===== src/hw/rtl/hsi_to_rgb_converter_defines.svh =====
// assertion macros shared by the hsi to rgb converter rtl
`ifndef HSI_TO_RGB_CONVERTER_DEFINES_SVH
`define HSI_TO_RGB_CONVERTER_DEFINES_SVH
`ifndef SYNTHESIS
// plain property checked on every rising clock edge out of reset
`define H2R_ASSERT(lbl, clk, rst_n, prop) \
  lbl: assert property (@(posedge clk) disable iff (!rst_n) (prop)) \
    else $error("hsi to rgb check failed");
// implication checked on every rising clock edge out of reset
`define H2R_ASSERT_IMP(lbl, clk, rst_n, ante, cons) \
  lbl: assert property (@(posedge clk) disable iff (!rst_n) (ante) |-> (cons)) \
    else $error("hsi to rgb implication failed");
`else
`define H2R_ASSERT(lbl, clk, rst_n, prop)
`define H2R_ASSERT_IMP(lbl, clk, rst_n, ante, cons)
`endif
`endif


===== src/hw/rtl/hsi2rgb_pkg.sv =====
// shared widths, sector codes and inter-stage word types
package hsi2rgb_pkg;

  localparam int unsigned CH_W   = 16;
  localparam int unsigned H6_W   = 19;
  localparam int unsigned SF_W   = 32;
  localparam int unsigned FAC_W  = 34;
  localparam int unsigned PROD_W = 51;

  localparam logic [CH_W-1:0]          ONE_Q15  = 16'h8000;
  localparam logic signed [FAC_W-1:0]  ONE_Q31  = 34'sh0_8000_0000;
  localparam logic signed [PROD_W-1:0] HALF_Q31 = 51'sh0_4000_0000;

  // hexcone sector, named by the colours it spans
  typedef enum logic [2:0] {
    SEC_RED_YEL = 3'd0,
    SEC_YEL_GRN = 3'd1,
    SEC_GRN_CYN = 3'd2,
    SEC_CYN_BLU = 3'd3,
    SEC_BLU_MAG = 3'd4,
    SEC_MAG_RED = 3'd5
  } sector_e;

  // word leaving the front end: sector, s, i and s*f
  typedef struct packed {
    sector_e           sector;
    logic [CH_W-1:0]   sat;
    logic [CH_W-1:0]   inten;
    logic [SF_W-1:0]   sf;
  } front_t;

  // word leaving the multiplier stage: the three raw products
  typedef struct packed {
    sector_e                   sector;
    logic [CH_W-1:0]           inten;
    logic signed [PROD_W-1:0]  p;
    logic signed [PROD_W-1:0]  q;
    logic signed [PROD_W-1:0]  t;
  } chan_prod_t;

endpackage


===== src/hw/rtl/hsi2rgb_front.sv =====
// front end: hue times six, sector split and the s*f product
`include "hsi_to_rgb_converter_defines.svh"
module hsi2rgb_front (
  input  logic                 clk_i,
  input  logic                 rst_ni,
  input  logic                 in_valid_i,
  output logic                 in_ready_o,
  input  logic [15:0]          hue_i,
  input  logic [15:0]          saturation_i,
  input  logic [15:0]          intensity_i,
  output logic                 front_valid_o,
  input  logic                 front_ready_i,
  output hsi2rgb_pkg::front_t  front_o
);

  logic                                a_v_q;
  logic [hsi2rgb_pkg::H6_W-1:0]        a_h6_q;
  logic [hsi2rgb_pkg::CH_W-1:0]        a_s_q;
  logic [hsi2rgb_pkg::CH_W-1:0]        a_i_q;
  logic [hsi2rgb_pkg::H6_W-1:0]        a_h6_d;
  logic                                a_ld;
  logic                                b_v_q;
  hsi2rgb_pkg::front_t                 b_q;
  logic                                b_ld;

  // stage load enables, a stage moves when empty or drained downstream
  assign b_ld       = !b_v_q || front_ready_i;
  assign a_ld       = !a_v_q || b_ld;
  assign in_ready_o = a_ld;

  // hue times six as 4h + 2h
  assign a_h6_d = {1'b0, hue_i, 2'b00} + {2'b00, hue_i, 1'b0};

  // stage a: scaled hue
  always_ff @(posedge clk_i or negedge rst_ni) begin
    if (!rst_ni) begin
      a_v_q <= 1'b0;
    end else if (a_ld) begin
      a_v_q <= in_valid_i;
    end
  end

  always_ff @(posedge clk_i) begin
    if (a_ld && in_valid_i) begin
      a_h6_q <= a_h6_d;
      a_s_q  <= saturation_i;
      a_i_q  <= intensity_i;
    end
  end

  // stage b: sector and s*f
  always_ff @(posedge clk_i or negedge rst_ni) begin
    if (!rst_ni) begin
      b_v_q <= 1'b0;
    end else if (b_ld) begin
      b_v_q <= a_v_q;
    end
  end

  always_ff @(posedge clk_i) begin
    if (b_ld && a_v_q) begin
      b_q.sector <= hsi2rgb_pkg::sector_e'(a_h6_q[hsi2rgb_pkg::H6_W-1:16]);
      b_q.sat    <= a_s_q;
      b_q.inten  <= a_i_q;
      b_q.sf     <= {16'h0000, a_s_q} * {16'h0000, a_h6_q[15:0]};
    end
  end

  assign front_valid_o = b_v_q;
  assign front_o       = b_q;

  // hue times six stays below six full turns
  `H2R_ASSERT_IMP(a_sector_bound, clk_i, rst_ni, b_v_q, b_q.sector <= hsi2rgb_pkg::SEC_MAG_RED)

endmodule


===== src/hw/rtl/hsi2rgb_mul.sv =====
// factor forming and the three intensity products
module hsi2rgb_mul (
  input  logic                     clk_i,
  input  logic                     rst_ni,
  input  logic                     front_valid_i,
  output logic                     front_ready_o,
  input  hsi2rgb_pkg::front_t      front_i,
  output logic                     prod_valid_o,
  input  logic                     prod_ready_i,
  output hsi2rgb_pkg::chan_prod_t  prod_o
);

  logic                                      c_v_q;
  hsi2rgb_pkg::sector_e                      c_sector_q;
  logic [hsi2rgb_pkg::CH_W-1:0]              c_i_q;
  logic signed [hsi2rgb_pkg::FAC_W-1:0]      c_fp_q;
  logic signed [hsi2rgb_pkg::FAC_W-1:0]      c_fq_q;
  logic signed [hsi2rgb_pkg::FAC_W-1:0]      c_ft_q;
  logic signed [hsi2rgb_pkg::FAC_W-1:0]      s_hi;
  logic signed [hsi2rgb_pkg::FAC_W-1:0]      sf_ext;
  logic signed [hsi2rgb_pkg::CH_W:0]         i_sgn;
  logic                                      c_ld;
  logic                                      d_v_q;
  hsi2rgb_pkg::chan_prod_t                   d_q;
  logic                                      d_ld;

  assign d_ld          = !d_v_q || prod_ready_i;
  assign c_ld          = !c_v_q || d_ld;
  assign front_ready_o = c_ld;

  // s in q1.31 and s*f widened to the factor width
  assign s_hi   = signed'({2'b00, front_i.sat, 16'h0000});
  assign sf_ext = signed'({2'b00, front_i.sf});

  // stage c: 1-s, 1-s*f and 1-s*(1-f) in q1.31
  always_ff @(posedge clk_i or negedge rst_ni) begin
    if (!rst_ni) begin
      c_v_q <= 1'b0;
    end else if (c_ld) begin
      c_v_q <= front_valid_i;
    end
  end

  always_ff @(posedge clk_i) begin
    if (c_ld && front_valid_i) begin
      c_sector_q <= front_i.sector;
      c_i_q      <= front_i.inten;
      c_fp_q     <= hsi2rgb_pkg::ONE_Q31 - s_hi;
      c_fq_q     <= hsi2rgb_pkg::ONE_Q31 - sf_ext;
      c_ft_q     <= hsi2rgb_pkg::ONE_Q31 - s_hi + sf_ext;
    end
  end

  // stage d: intensity times each factor
  assign i_sgn = signed'({1'b0, c_i_q});

  always_ff @(posedge clk_i or negedge rst_ni) begin
    if (!rst_ni) begin
      d_v_q <= 1'b0;
    end else if (d_ld) begin
      d_v_q <= c_v_q;
    end
  end

  always_ff @(posedge clk_i) begin
    if (d_ld && c_v_q) begin
      d_q.sector <= c_sector_q;
      d_q.inten  <= c_i_q;
      d_q.p      <= hsi2rgb_pkg::PROD_W'(i_sgn) * hsi2rgb_pkg::PROD_W'(c_fp_q);
      d_q.q      <= hsi2rgb_pkg::PROD_W'(i_sgn) * hsi2rgb_pkg::PROD_W'(c_fq_q);
      d_q.t      <= hsi2rgb_pkg::PROD_W'(i_sgn) * hsi2rgb_pkg::PROD_W'(c_ft_q);
    end
  end

  assign prod_valid_o = d_v_q;
  assign prod_o       = d_q;

endmodule


===== src/hw/rtl/hsi2rgb_out.sv =====
// rounding, clamping and sector selection into the output register
module hsi2rgb_out (
  input  logic                     clk_i,
  input  logic                     rst_ni,
  input  logic                     prod_valid_i,
  output logic                     prod_ready_o,
  input  hsi2rgb_pkg::chan_prod_t  prod_i,
  output logic                     out_valid_o,
  input  logic                     out_ready_i,
  output logic [15:0]              red_o,
  output logic [15:0]              green_o,
  output logic [15:0]              blue_o
);

  // q2.46 product back to q1.15, round half up, clamp to 0..1
  function automatic logic [hsi2rgb_pkg::CH_W-1:0] round_sat(
    input logic signed [hsi2rgb_pkg::PROD_W-1:0] prod
  );
    logic signed [hsi2rgb_pkg::PROD_W-1:0] rnd;
    logic [hsi2rgb_pkg::CH_W-1:0]          res;
    rnd = prod + hsi2rgb_pkg::HALF_Q31;
    if (prod <= 0) begin
      res = '0;
    end else if (rnd[hsi2rgb_pkg::PROD_W-1:31] >
                 {4'h0, hsi2rgb_pkg::ONE_Q15}) begin
      res = hsi2rgb_pkg::ONE_Q15;
    end else begin
      res = rnd[46:31];
    end
    return res;
  endfunction

  logic                          e_v_q;
  logic                          e_ld;
  logic [hsi2rgb_pkg::CH_W-1:0]  red_q, green_q, blue_q;
  logic [hsi2rgb_pkg::CH_W-1:0]  red_d, green_d, blue_d;
  logic [hsi2rgb_pkg::CH_W-1:0]  iv, pv, qv, tv;

  assign e_ld         = !e_v_q || out_ready_i;
  assign prod_ready_o = e_ld;

  // channel candidates
  assign iv = (prod_i.inten > hsi2rgb_pkg::ONE_Q15) ? hsi2rgb_pkg::ONE_Q15
                                                    : prod_i.inten;
  assign pv = round_sat(prod_i.p);
  assign qv = round_sat(prod_i.q);
  assign tv = round_sat(prod_i.t);

  // hexcone selection by sector
  always_comb begin
    unique case (prod_i.sector)
      hsi2rgb_pkg::SEC_RED_YEL: begin red_d = iv; green_d = tv; blue_d = pv; end
      hsi2rgb_pkg::SEC_YEL_GRN: begin red_d = qv; green_d = iv; blue_d = pv; end
      hsi2rgb_pkg::SEC_GRN_CYN: begin red_d = pv; green_d = iv; blue_d = tv; end
      hsi2rgb_pkg::SEC_CYN_BLU: begin red_d = pv; green_d = qv; blue_d = iv; end
      hsi2rgb_pkg::SEC_BLU_MAG: begin red_d = tv; green_d = pv; blue_d = iv; end
      default:                  begin red_d = iv; green_d = pv; blue_d = qv; end
    endcase
  end

  // stage e: output register
  always_ff @(posedge clk_i or negedge rst_ni) begin
    if (!rst_ni) begin
      e_v_q <= 1'b0;
    end else if (e_ld) begin
      e_v_q <= prod_valid_i;
    end
  end

  always_ff @(posedge clk_i) begin
    if (e_ld && prod_valid_i) begin
      red_q   <= red_d;
      green_q <= green_d;
      blue_q  <= blue_d;
    end
  end

  assign out_valid_o = e_v_q;
  assign red_o       = red_q;
  assign green_o     = green_q;
  assign blue_o      = blue_q;

endmodule


===== src/hw/rtl/hsi_to_rgb_converter.sv =====
// top level of the hsi to rgb pixel converter
//
// Converts one hue/saturation/intensity word per clock, if not stalled,
// into red, green and blue. Hue is an unsigned fraction of a full turn;
// saturation, intensity and the outputs are q1.15, 0x8000 meaning one.
// Input channel: in_valid_i/in_ready_o with hue_i, saturation_i and
// intensity_i. Output channel: out_valid_o/out_ready_i with red_o,
// green_o and blue_o. A word moves when valid and ready are both high.
// Pipeline: five register stages, in order hue scaling, s*f multiply,
// factor forming, intensity multiply and round/select.
// Throughput: one word per cycle while out_ready_i is high; each stage
// holds one word and loads when empty or when its successor takes it.
// Reset: all stage valid bits clear, the pipeline is empty and
// in_ready_o is high.
// Receiver stall: words hold in place, empty stages still fill, and
// in_ready_o drops only once all five stages carry a word.
`include "hsi_to_rgb_converter_defines.svh"
module hsi_to_rgb_converter (
  input  logic        clk_i,
  input  logic        rst_ni,
  input  logic        in_valid_i,
  output logic        in_ready_o,
  input  logic [15:0] hue_i,
  input  logic [15:0] saturation_i,
  input  logic [15:0] intensity_i,
  output logic        out_valid_o,
  input  logic        out_ready_i,
  output logic [15:0] red_o,
  output logic [15:0] green_o,
  output logic [15:0] blue_o
);

  logic                     front_valid;
  logic                     front_ready;
  hsi2rgb_pkg::front_t      front_word;
  logic                     prod_valid;
  logic                     prod_ready;
  hsi2rgb_pkg::chan_prod_t  prod_word;

  // hue scaling and s*f
  hsi2rgb_front u_front (
    .clk_i         (clk_i),
    .rst_ni        (rst_ni),
    .in_valid_i    (in_valid_i),
    .in_ready_o    (in_ready_o),
    .hue_i         (hue_i),
    .saturation_i  (saturation_i),
    .intensity_i   (intensity_i),
    .front_valid_o (front_valid),
    .front_ready_i (front_ready),
    .front_o       (front_word)
  );

  // factors and intensity products
  hsi2rgb_mul u_mul (
    .clk_i         (clk_i),
    .rst_ni        (rst_ni),
    .front_valid_i (front_valid),
    .front_ready_o (front_ready),
    .front_i       (front_word),
    .prod_valid_o  (prod_valid),
    .prod_ready_i  (prod_ready),
    .prod_o        (prod_word)
  );

  // rounding, clamping, selection and output register
  hsi2rgb_out u_out (
    .clk_i        (clk_i),
    .rst_ni       (rst_ni),
    .prod_valid_i (prod_valid),
    .prod_ready_o (prod_ready),
    .prod_i       (prod_word),
    .out_valid_o  (out_valid_o),
    .out_ready_i  (out_ready_i),
    .red_o        (red_o),
    .green_o      (green_o),
    .blue_o       (blue_o)
  );

  // outputs never exceed one
  `H2R_ASSERT_IMP(a_out_range, clk_i, rst_ni, out_valid_o, (red_o <= hsi2rgb_pkg::ONE_Q15) && (green_o <= hsi2rgb_pkg::ONE_Q15) && (blue_o <= hsi2rgb_pkg::ONE_Q15))
  // a ready receiver lets the whole pipeline advance
  `H2R_ASSERT_IMP(a_ready_flows, clk_i, rst_ni, out_ready_i, in_ready_o)
  // back pressure only appears behind a stalled full output
  `H2R_ASSERT_IMP(a_stall_cause, clk_i, rst_ni, !in_ready_o, out_valid_o && !out_ready_i)

endmodule

===== config.mk =====
export PLATFORM = sky130hd
export DESIGN_NAME = hsi_to_rgb_converter
export DESIGN_NICKNAME = d
export VERILOG_FILES = /design/src/hw/rtl/hsi2rgb_pkg.sv /design/src/hw/rtl/hsi2rgb_front.sv /design/src/hw/rtl/hsi2rgb_mul.sv /design/src/hw/rtl/hsi2rgb_out.sv /design/src/hw/rtl/hsi_to_rgb_converter.sv
export VERILOG_INCLUDE_DIRS = /design/src /design/src/hw/rtl
export SDC_FILE = /design/constraint.sdc
export NUM_CORES = 2
export LEC_CHECK = 0
export ABC_AREA = 1
export BUFFER_PORTS_ARGS = -buffer_cell sky130_fd_sc_hd__buf_2
export CAP_MARGIN = 20
export CORE_ASPECT_RATIO = 0.7
export CORE_MARGIN = 4
export CORE_UTILIZATION = 40
export DETAILED_ROUTE_END_ITERATION = 6
export GPL_ROUTABILITY_DRIVEN = 0
export PLACE_DENSITY = 0.68
export SKIP_LAST_GASP = 1
export SLEW_MARGIN = 25
export SYNTH_ARGS = -nofsm -noshare
export SYNTH_HDL_FRONTEND = slang
export SYNTH_SLANG_ARGS = --single-unit

===== constraint.sdc =====
create_clock -name clk_i -period 6.05 [get_ports clk_i]
set_clock_uncertainty 0.15 [all_clocks]
set_input_delay 0.3025 -clock clk_i [delete_from_list [all_inputs] [get_ports clk_i]]
set_output_delay 0.3025 -clock clk_i [all_outputs]
set_load 0.03 [all_outputs]

==> run summary <==
Synth Register Bits = 420
Tmin final = 6.26 ns
Gr usage total = 0.227
Area share of the largest cell type after synthesis = 0.382
Antenna viol nets, final = 0
HP Class = primary input to flip-flop
Global-route wire length before repair = 357 mm
Hold_ws = 0.0523 ns
Worst-path fanout max = 7
P&R area growth vs syn = 21.3%
Final Max Tran Viols = 0
Syn Nets = 11000
Failing checks = DRC, setup timing
Final period util = 1.03
Fin nets = 11800
WP data required = 6.29 ns
Maximum number of pins on one net before global-route repair = 68
Htree depth = 2
DIE WIDTH = 529 µm
CTS tree = yes
Input/output buffers = 101
Worst setup EP type = flip-flop
Number of setup violations in the final report = 59
Number of CTS-inserted buffers = 47
Worst-margin pin slew = 1.07 ns
Count leader, synth = inv_1
Starting Density = 0.404
CTS sink count = 420
Clk buf depth = 3
Final wirelength = 229 mm
Full die area = 197000 µm²
Slew margin rel. = 0.289
Cell Area, Synth = 76100 µm²
Fin worst setup slack = -0.205 ns
Die height = 373 µm
Status = finished, violations left
Fillcell total = 16900
DR vias/cell = 5.10
Warning count from the yosys run = 0
Fin. Hold Viols = 0
Layout cell share with drive strength beyond 1 = 0.181
DP HPWL = 183 mm
Row Count = 133
Yosys cell types = 53
Largest cells by area after synthesis = fa_1, edfxtp_1, inv_1, nand2_1, ha_1
EDFF count, synth = 415
Vias in the first global route = 64600
Total grt overflow = 0
Clk slew on worst S/H paths = 0.07 ns
Initial antenna violation count = 4
Starting DRC count in detailed routing = 7519
Startpoint Class = flip-flop
Register area share after synthesis = 0.165
Max Cap Viol = 0
Largest area contributor in the netlist = fa_1
R2r setup slk = -0.21 ns
Placeable Area = 188000 µm²
Ys async rst share = 0.0119
Critical Path AT = 6.50 ns
CTS root buffer = clkbuf_16
Top_reg_cell synth = edfxtp_1
RSZ-0062 raised after global routing = true
Worst-Skew Late Latency = 0.67 ns
I/O pins = 102
Via count = 63200
Syn Area/Cell = 8.39 µm²
Critical path class = flip-flop to flip-flop
Mapped Cells = 9066
Fmax achieved = 0.160 GHz
Routed len/inst = 18.5 µm
1st-pass router iterations = 7
Top post-synthesis cells by count = inv_1, nand2_1, fa_1, ha_1, edfxtp_1
Remaining routing DRC violations = 201
## stage by stage
stage / utilization / std cells / TNS, ns / setup slack, ns / cell area [µm²]
floorplan: - / 9066 / 0 / 0.0348 / 76100
global placement: 0.455 / 12100 / -10.67 / -0.483 / 85700
detailed placement: 0.455 / 12100 / -15.13 / -0.505 / 85800
CTS: 0.474 / 12300 / -6.00 / -0.184 / 89300
global route: 0.490 / 12400 / -18.52 / -0.411 / 92300
finish: 0.490 / 12400 / -4.63 / -0.205 / 92300
## critical path: stages, from the launching register on
cell and delay, ns:
edfxtp_1 0.42, buf_12 0.18, buf_16 0.18, buf_12 0.16
nand2_2 0.06, inv_1 0.05, fa_1 0.56, fa_2 0.49
buf_12 0.17, buf_6 0.11, fa_1 0.45, fa_1 0.50
inv_1 0.05, fa_1 0.49, inv_1 0.06, fa_2 0.59
ha_4 0.24, nand2_2 0.09, nor2_2 0.06, inv_2 0.10
buf_4 0.12, o221ai_1 0.14, a31oi_1 0.21, nand3_1 0.18
xor2_1 0.18
## sequential cells by signal (all words and copies together), names as in the netlist, 3 cells and up
| register | flops |
|---|---|
| u_front.a_h6_q | 18 |
| u_front.a_i_q | 16 |
| u_front.a_s_q | 16 |
| u_front.front_o | 66 |
| u_mul.c_fp_q | 17 |
| u_mul.c_fq_q | 31 |
| u_mul.c_ft_q | 33 |
| u_mul.c_i_q | 16 |
| u_mul.c_sector_q | 3 |
| u_mul.prod_o | 151 |
| u_out.blue_o | 16 |
| u_out.green_o | 16 |
| u_out.red_o | 16 |
## cells by family after synthesis
group / Yosys count / share of synthesized area
buf+inv: 3058 / 0.152
simple gates: 2947 / 0.159
fa+ha+maj: 1926 / 0.460
compound gates: 463 / 0.0343
flops: 420 / 0.165
xor+xnor: 252 / 0.0291
## repair_timing
action,in CTS,in global routing
setup endpoints to repair,77,103
endpoints found under the hold margin,45,0
setup buffers,17,102
pin swaps,69,257
gates resized for setup,249,527
gates cloned,5,6
hold buffers,41,0
## metal layers
layer	GRT usage	vias to the layer above	share of wire
met5	0	-	0.000057
met4	0.0540	2	0.032
met3	0.0656	514	0.14
met2	0.331	3659	0.42
met1	0.333	31100	0.41
li1	-	28000	-
## area by class of cell
cell class              count  area, µm²  area share
multi-input cells        5588      55000       0.596
repair buffers           1121       9860       0.107
clock inverters            39        495     0.00537
clock buffers              47       1180      0.0127
diodes                      5       12.5    0.000136
inverters                2671      10000       0.109
well taps                2497       3120      0.0339
flip-flops and latches    420      12600       0.136
## placed cells by master, fill, tap and decap left out, drive strengths merged, types with 5 or more instances in the layout
cell / n
a21boi: 8
a21o: 19
a21oi: 207
a31oi: 36
and2: 7
and3: 6
buf: 1072
bufinv: 8
clkbuf: 53
clkinv: 18
dfrtp: 5
diode: 5
dlygate4sd3: 41
edfxtp: 415
fa: 1452
ha: 474
inv: 2680
nand2: 2162
nand3: 161
nand3b: 7
nand4: 172
nor2: 337
nor3: 45
nor4: 39
o21a: 14
o21ai: 128
o21bai: 29
o221ai: 5
or2: 8
xnor2: 77
xor2: 175
## final timing paths
check,cells after the start,end,from
worst max register to register,24,u_mul.prod_o[47]$_DFFE_PP_,u_mul.c_i_q[3]$_DFFE_PP_
worst min-delay path,3,u_front.a_h6_q[6]$_DFFE_PP_,hue_i[5]
min in group asynchronous,3,u_mul.prod_valid_o$_DFFE_PN0P_,rst_ni
worst min register to register,0,u_mul.c_i_q[9]$_DFFE_PP_,u_front.front_o[41]$_DFFE_PP_
worst max-delay path,24,u_mul.prod_o[47]$_DFFE_PP_,u_mul.c_i_q[3]$_DFFE_PP_
max in group asynchronous,3,u_out.out_valid_o$_DFFE_PN0P_,rst_ni
Power is left out: the tool's default activity adds up to more than one toggle a clock period on the data nets, which glitch-free logic cannot reach.
